File: src/sv/assert_macros.svh
// Assertion macros shared by the RTL of the stop pairing block
`ifndef ASSERT_MACROS_SVH
`define ASSERT_MACROS_SVH

// Check a property on every rising clock edge outside reset
`define OPP_ASSERT(lbl, prop, msg) \
  lbl: assert property (@(posedge clk_i) disable iff (!rst_ni) (prop)) else $error(msg);

// Check that a condition never holds outside reset
`define OPP_ASSERT_NEVER(lbl, cond, msg) \
  `OPP_ASSERT(lbl, !(cond), msg)

`endif

File: src/sv/opp_pkg.sv
// Package: sizes, command codes and shared types of the stop pairing block
`default_nettype none

package opp_pkg;

  localparam int unsigned MAX_STOPS  = 1024;
  localparam int unsigned POS_BITS   = 16;
  localparam int unsigned NUM_CELLS  = 16;
  localparam int unsigned BANK_DEPTH = MAX_STOPS / NUM_CELLS;
  localparam int unsigned CELL_BITS  = $clog2(NUM_CELLS);
  localparam int unsigned ROW_BITS   = $clog2(BANK_DEPTH);
  localparam int unsigned IDX_BITS   = $clog2(MAX_STOPS);
  localparam int unsigned CNT_BITS   = $clog2(MAX_STOPS + 1);
  localparam int unsigned FLIGHT_MAX = 2 * NUM_CELLS;
  localparam int unsigned FLIGHT_BITS = $clog2(FLIGHT_MAX + 1);

  typedef enum logic [1:0] {
    CMD_CLEAR = 2'd0,
    CMD_LOAD  = 2'd1,
    CMD_QUERY = 2'd2
  } opp_cmd_e;

  typedef struct packed {
    logic [1:0]          mod3;
    logic [POS_BITS-1:0] pos;
  } opp_entry_t;

  typedef struct packed {
    logic                 en;
    logic [CELL_BITS-1:0] bank;
    logic [ROW_BITS-1:0]  row;
    opp_entry_t           data;
  } opp_wr_t;

  typedef struct packed {
    logic                valid;
    logic                last;
    logic [ROW_BITS-1:0] row;
    logic [POS_BITS-1:0] start;
    logic [1:0]          start_mod;
    logic                found;
    logic [POS_BITS-1:0] end_pos;
  } opp_wave_t;

endpackage

`default_nettype wire

File: src/sv/opp_cell.sv
// Search cell: one bank of stored stops, tests each passing wave against its entry
`default_nettype none

module opp_cell (
  input  wire logic                          clk_i,
  input  wire logic                          rst_ni,
  input  wire logic [opp_pkg::CELL_BITS-1:0] cell_id_i,
  input  wire logic [opp_pkg::CNT_BITS-1:0]  count_i,
  input  wire opp_pkg::opp_wr_t              wr_i,
  input  wire opp_pkg::opp_wave_t            wave_i,
  output opp_pkg::opp_wave_t                 wave_o
);
  import opp_pkg::*;

  opp_entry_t          mem_q [BANK_DEPTH];
  opp_entry_t          rd_q;
  opp_wave_t           mid_q;
  opp_wave_t           out_q;
  opp_wave_t           out_d;
  logic [IDX_BITS-1:0] idx;
  logic                hit;

  always_ff @(posedge clk_i) begin
    if (wr_i.en && (wr_i.bank == cell_id_i)) begin
      mem_q[wr_i.row] <= wr_i.data;
    end
    rd_q <= mem_q[wave_i.row];
  end

  assign idx = {mid_q.row, cell_id_i};
  assign hit = mid_q.valid && !mid_q.found && (CNT_BITS'(idx) < count_i)
               && (rd_q.pos > mid_q.start) && (rd_q.mod3 == mid_q.start_mod);

  always_comb begin
    out_d = mid_q;
    if (hit) begin
      out_d.found   = 1'b1;
      out_d.end_pos = rd_q.pos;
    end
  end

  always_ff @(posedge clk_i or negedge rst_ni) begin
    if (!rst_ni) begin
      mid_q <= '0;
      out_q <= '0;
    end else begin
      mid_q <= wave_i;
      out_q <= out_d;
    end
  end

  assign wave_o = out_q;

endmodule

`default_nettype wire

File: config.mk
export PLATFORM = sky130hd
export DESIGN_NAME = opp_cell
export DESIGN_NICKNAME = d
export VERILOG_FILES = /design/src/sv/assert_macros.svh /design/src/sv/opp_pkg.sv /design/src/sv/opp_cell.sv
export SDC_FILE = /design/constraint.sdc
export NUM_CORES = 1
export LEC_CHECK = 0
export BUFFER_PORTS_ARGS = -buffer_cell sky130_fd_sc_hd__buf_4
export CAP_MARGIN = 30
export CORE_MARGIN = 2
export CORE_UTILIZATION = 43
export CTS_BUF_LIST = sky130_fd_sc_hd__clkbuf_4
export DETAILED_ROUTE_END_ITERATION = 8
export PLACE_DENSITY = 0.65
export REMOVE_ABC_BUFFERS = 1
export SLEW_MARGIN = 20
export SYNTH_ARGS = -nofsm -noshare
export SYNTH_HDL_FRONTEND = slang
export SYNTH_SLANG_ARGS = --single-unit
export TNS_END_PERCENT = 100
File: constraint.sdc
create_clock -name clk_i -period 4.8 [get_ports clk_i]
set_input_delay 0.48 -clock clk_i [delete_from_list [all_inputs] [get_ports clk_i]]
set_output_delay 0.48 -clock clk_i [all_outputs]
set_load 0.05 [all_outputs]
======== Word-level counts from Yosys, hierarchy flattened ========
Memory sizes are Yosys's and may differ from the RTL's. A register that Yosys moved wholly into a read port is not among the register bits.
Index checks and enable logic that the tools add are counted.
operators by class
  magnitude comparators ................... 2
  equal/unequal tests ..................... 2
  muxes and demuxes ....................... 3
  reductions and logical operators ........ 6
operators by type and width
  kind                                             number
  17-bit two-way mux                               1
  16-bit > comparator                              1
  10-bit by 11-bit < comparator with 1-bit output  1
  1-bit logical AND                                5
  4-bit equality test                              1
  2-bit equality test                              1
  1-bit two-way mux                                2
  1-bit zero test                                  1
word-level totals
  register bits after elaboration ......... 86
  RAM bits ................................ 1,152
  input port bits ......................... 89
  output and inout port bits .............. 43
  logic and storage cells ................. 28
  memories kept ........................... 1
memory list
  name   depth  width  rd ports  clocked after memory_dff  wr ports  line            source
  mem_q  64     18     1         1                         1         opp_cell.sv:15  opp_entry_t mem_q [BANK_DEPTH];

======== Longest topological paths before layout ========
  depth after elaboration ................. 6
  depth in mapped cells ................... 9
  mapped depth without buffers ............ 8

======== Worst setup path before layout ========
OpenSTA, ideal clock, no wires.
  kind .................................... input port to flip-flop
  from .................................... input count_i[8] (netlist bit)
  to ...................................... register out_q, in the netlist wave_o[10]
  library setup time ...................... 0.125 ns
  arrival time ............................ 2.516 ns
  data required time ...................... 4.675 ns
  slack ................................... 2.159 ns
  stages .................................. 8
  path buffers ............................ 1
  cells stage by stage .................... inv_1 -> ha_1 -> a21oi_1 -> nor3b_1 -> or4_4 -> a2111oi_4 -> buf_6 -> mux2_4
RTL lines
  element                 line            source
  start: declaration      opp_cell.sv:8   input wire logic [opp_pkg::CNT_BITS-1:0] count_i,
  end signal: assignment  opp_cell.sv:48  out_q <= out_d;
  end: declaration        opp_cell.sv:18  opp_wave_t out_q;

==> results.sh <==
export IMPL_status="finished clean"
export IMPL_cp_start_kind="flip-flop"
export IMPL_total_power_mw=22.0
export IMPL_port_buffer_count=131
export IMPL_antenna_found_initial=6
export IMPL_cts_buffers=325
export IMPL_setup_violations=0
export IMPL_maxSlewHeadroom=0.341
export IMPL_rows=122
export IMPL_track_usage=0.205
export IMPL_cts_tree="built"
export IMPL_synthCells=2078
export IMPL_max_freq_mhz=342
export IMPL_finalSetupTns_ps=0
export IMPL_post_cts_buffers=0
export IMPL_dr_pass1_iters=5
export IMPL_syn_avg_cell_area_um2=22.9
export IMPL_critPathBufInv=2
export IMPL_slowest_delay_ps=500
export IMPL_clkPwrFrac=0.392
export IMPL_ir_worst_vdd_v=0.000240
export IMPL_drtAntennaViolNets=0
export IMPL_grt_overflow_total=0
export IMPL_ys_warnings_count=0
export IMPL_worstSetupPathType="reg2reg"
export IMPL_synth_distinct_cells=49
export IMPL_cts_buffer_depth=4
export IMPL_met1_usage=0.282
export IMPL_hp_class="in2reg"
export IMPL_first_global_vias=25100
export IMPL_grt_busiest_layer="met2"
export IMPL_path_cells="inv_1 > ha_1 > and3_4 > nand3_4 > a211oi_1 > nor4_2 > a2111oi_4 > buf_4 > mux2_2"
export IMPL_mostFrequentLayoutCell="edfxtp_1"
export IMPL_synthToLayoutAreaGrowth_pct=17.5
export IMPL_gp_congestion=0.858
export IMPL_fp_dieH_um=337
export IMPL_drive_gt1_frac=0.378
export IMPL_crit_family="compound AO/OA/AOI/OAI gates"
export IMPL_grt_pass1_wl_um=167000
export IMPL_cts_root_buf="clkbuf_4"
export IMPL_swShare=0.223
export IMPL_drt_iter0_markers=2522
export IMPL_num_nets_final=2746
export IMPL_cp_max_fo=14
export IMPL_slew_violations=0
export IMPL_clk_pin_slew_worst_paths_ps=70
export IMPL_fp_dieW_um=337
export IMPL_clock_sinks=1256
export IMPL_period_share=0.610
export IMPL_seqPwrFrac=0.549
export IMPL_tightestPinTransition_ps=985
export IMPL_layout_common_cells="1152 x edfxtp_1, 453 x clkbuf_4, 296 x mux4_2, 190 x buf_4, 128 x mux2i_1"
export IMPL_worstSkewPairLatency_ps=1130
export IMPL_synth_edf_count=1152
export IMPL_endpoint_kind="flip-flop"
export IMPL_p_int_mw=17.1
export IMPL_cp_arrival_ps=3890
export IMPL_synthArstFlopShare=0.0685
export IMPL_synth_ff_type="edfxtp_1"
export IMPL_drc=0
export IMPL_yosysSeqAreaShare=0.779
export IMPL_dp_final_hpwl_um=67100
export IMPL_wl_per_cell_um=26.6
export IMPL_slowest_stage="a2111oi_4"
export IMPL_cts_max_level=5
export IMPL_grt_max_degree=75
export IMPL_synth_area_mm2=0.0476
export IMPL_vias=23800
export IMPL_ios=132
export IMPL_required_ps=5760
export IMPL_finalHoldViolCount=0
export IMPL_finalCriticalPeriod_ps=2930
export IMPL_die_area_mm2=0.113
export IMPL_met3_usage=0.0519
export IMPL_worst_hold_slack_ps=95.6
export IMPL_power_density_mw_per_mm2=392
export IMPL_dp_slack_ps=1190
export IMPL_fin_worst_skew_ps=70.1
export IMPL_grtUsageMet2=0.319
export IMPL_routed_wl_um=115000
export IMPL_p_switching_mw=4.91
export IMPL_setup_ws_ps=1870
export IMPL_start_util=0.432
export IMPL_coreArea_mm2=0.110
export IMPL_cellLeakagePower_nw=18.8
export IMPL_p_comb_frac=0.059
export IMPL_vias_per_cell=5.49
export IMPL_drv_cap=0
export IMPL_fill_cells=8771
export IMPL_ys_ff_latch=1256
export IMPL_rsz0062_at_grt="no"
==> routing by layer <==
metal,vias up,share of wire,wire [um]
met5,-,0.00019,22
met4,4,0.024,2760
met3,174,0.086,9880
met2,1159,0.48,54700
met1,12400,0.41,47600
li1,10000,-,-
==> area by class of cell <==
type | instances | area (um2) | area share
timing repair buffer | 327 | 2960 | 0.0528
inverter | 26 | 97.6 | 0.00174
sequential | 1256 | 37100 | 0.663
tap | 1488 | 1860 | 0.0333
multi-input combinational | 696 | 10100 | 0.181
clock buffer | 453 | 3400 | 0.0608
antenna | 3 | 7.51 | 0.000134
clock inverter | 83 | 435 | 0.00778
==> registers in the layout (all words and copies together) (netlist names) <==
name	count
rd_q	18
mid_q	37
mem_q	1152
idx	6
wave_o	43
==> Yosys cell counts (9+ instances only) <==
master / n / area (um2)
edfxtp_1: 1152 / 34600
mux4_2: 296 / 6670
mux2i_1: 128 / 1280
dfrtp_1: 86 / 2150
nor2_1: 71 / 267
a22oi_1: 56 / 420
buf_2: 42 / 210
clkbuf_1: 40 / 150
inv_1: 26 / 97.6
ha_1: 25 / 313
dfxtp_1: 18 / 360
and4_1: 14 / 123
buf_1: 9 / 33.8
mux2_4: 9 / 135
nand2_1: 9 / 33.8
==> power groups by stage <==
stage | clock network (mW) | registers (mW) | logic, mW
3_3_place_gp | 0 | 12.3 | 1.22
4_1_cts | 8.83 | 12.1 | 1.30
3_5_place_dp | 0 | 12.3 | 1.24
5_1_grt | 9.41 | 12.1 | 1.38
6_report | 8.60 | 12.1 | 1.30
2_1_floorplan | 0 | 12.3 | 0.458
==> tightest hold or removal path: stages <==
cell and delay (ps):
buf_4 140, or3b_2 290, nor2_2 140
==> path summary, 6_finish.rpt <==
kind / end / start / cells past startpoint / slack, ps
max: wave_o[5]$_DFF_PN0_ / mid_q[30]$_DFF_PN0_ / 9 / 1870
min: mem_q[32][1]$_DFFE_PP_ / wr_i[22] / 3 / 100
max reg2reg: wave_o[5]$_DFF_PN0_ / mid_q[30]$_DFF_PN0_ / 9 / 1870
min reg2reg: wave_o[41]$_DFF_PN0_ / mid_q[41]$_DFF_PN0_ / 0 / 350
max in group asynchronous: mid_q[24]$_DFF_PN0_ / rst_ni / 4 / 3430
min in group asynchronous: wave_o[20]$_DFF_PN0_ / rst_ni / 4 / 400
==> cells by family after synthesis <==
| group | after synthesis | synth area share |
|---|---|---|
| mux | 440 | 0.171 |
| simple gates | 140 | 0.0156 |
| flops | 1256 | 0.779 |
| compound gates | 85 | 0.0143 |
| buf+inv | 126 | 0.0118 |
| fa+ha+maj | 25 | 0.00657 |
| xor+xnor | 6 | 0.00110 |
==> timing repair <==
| item | 4_1_cts | 5_1_grt |
|---|---|---|
| setup endpoints to repair | 0 | 0 |
| hold endpoints to repair | 1275 | 12 |
| hold buffers | 102 | 1 |
| resized for setup | 0 | 0 |
==> stage by stage <==
| step | area [um2] | utilization | cells |
|---|---|---|---|
| 5_1_grt | 56000 | 0.508 | 4330 |
| 3_5_place_dp | 50900 | 0.462 | 3673 |
| 3_3_place_gp | 50800 | 0.461 | 3668 |
| 4_1_cts | 55700 | 0.506 | 4311 |
| 2_1_floorplan | 47200 | - | 1978 |
| 6_report | 56000 | 0.508 | 4332 |
(Power assumes the default switching activity.)
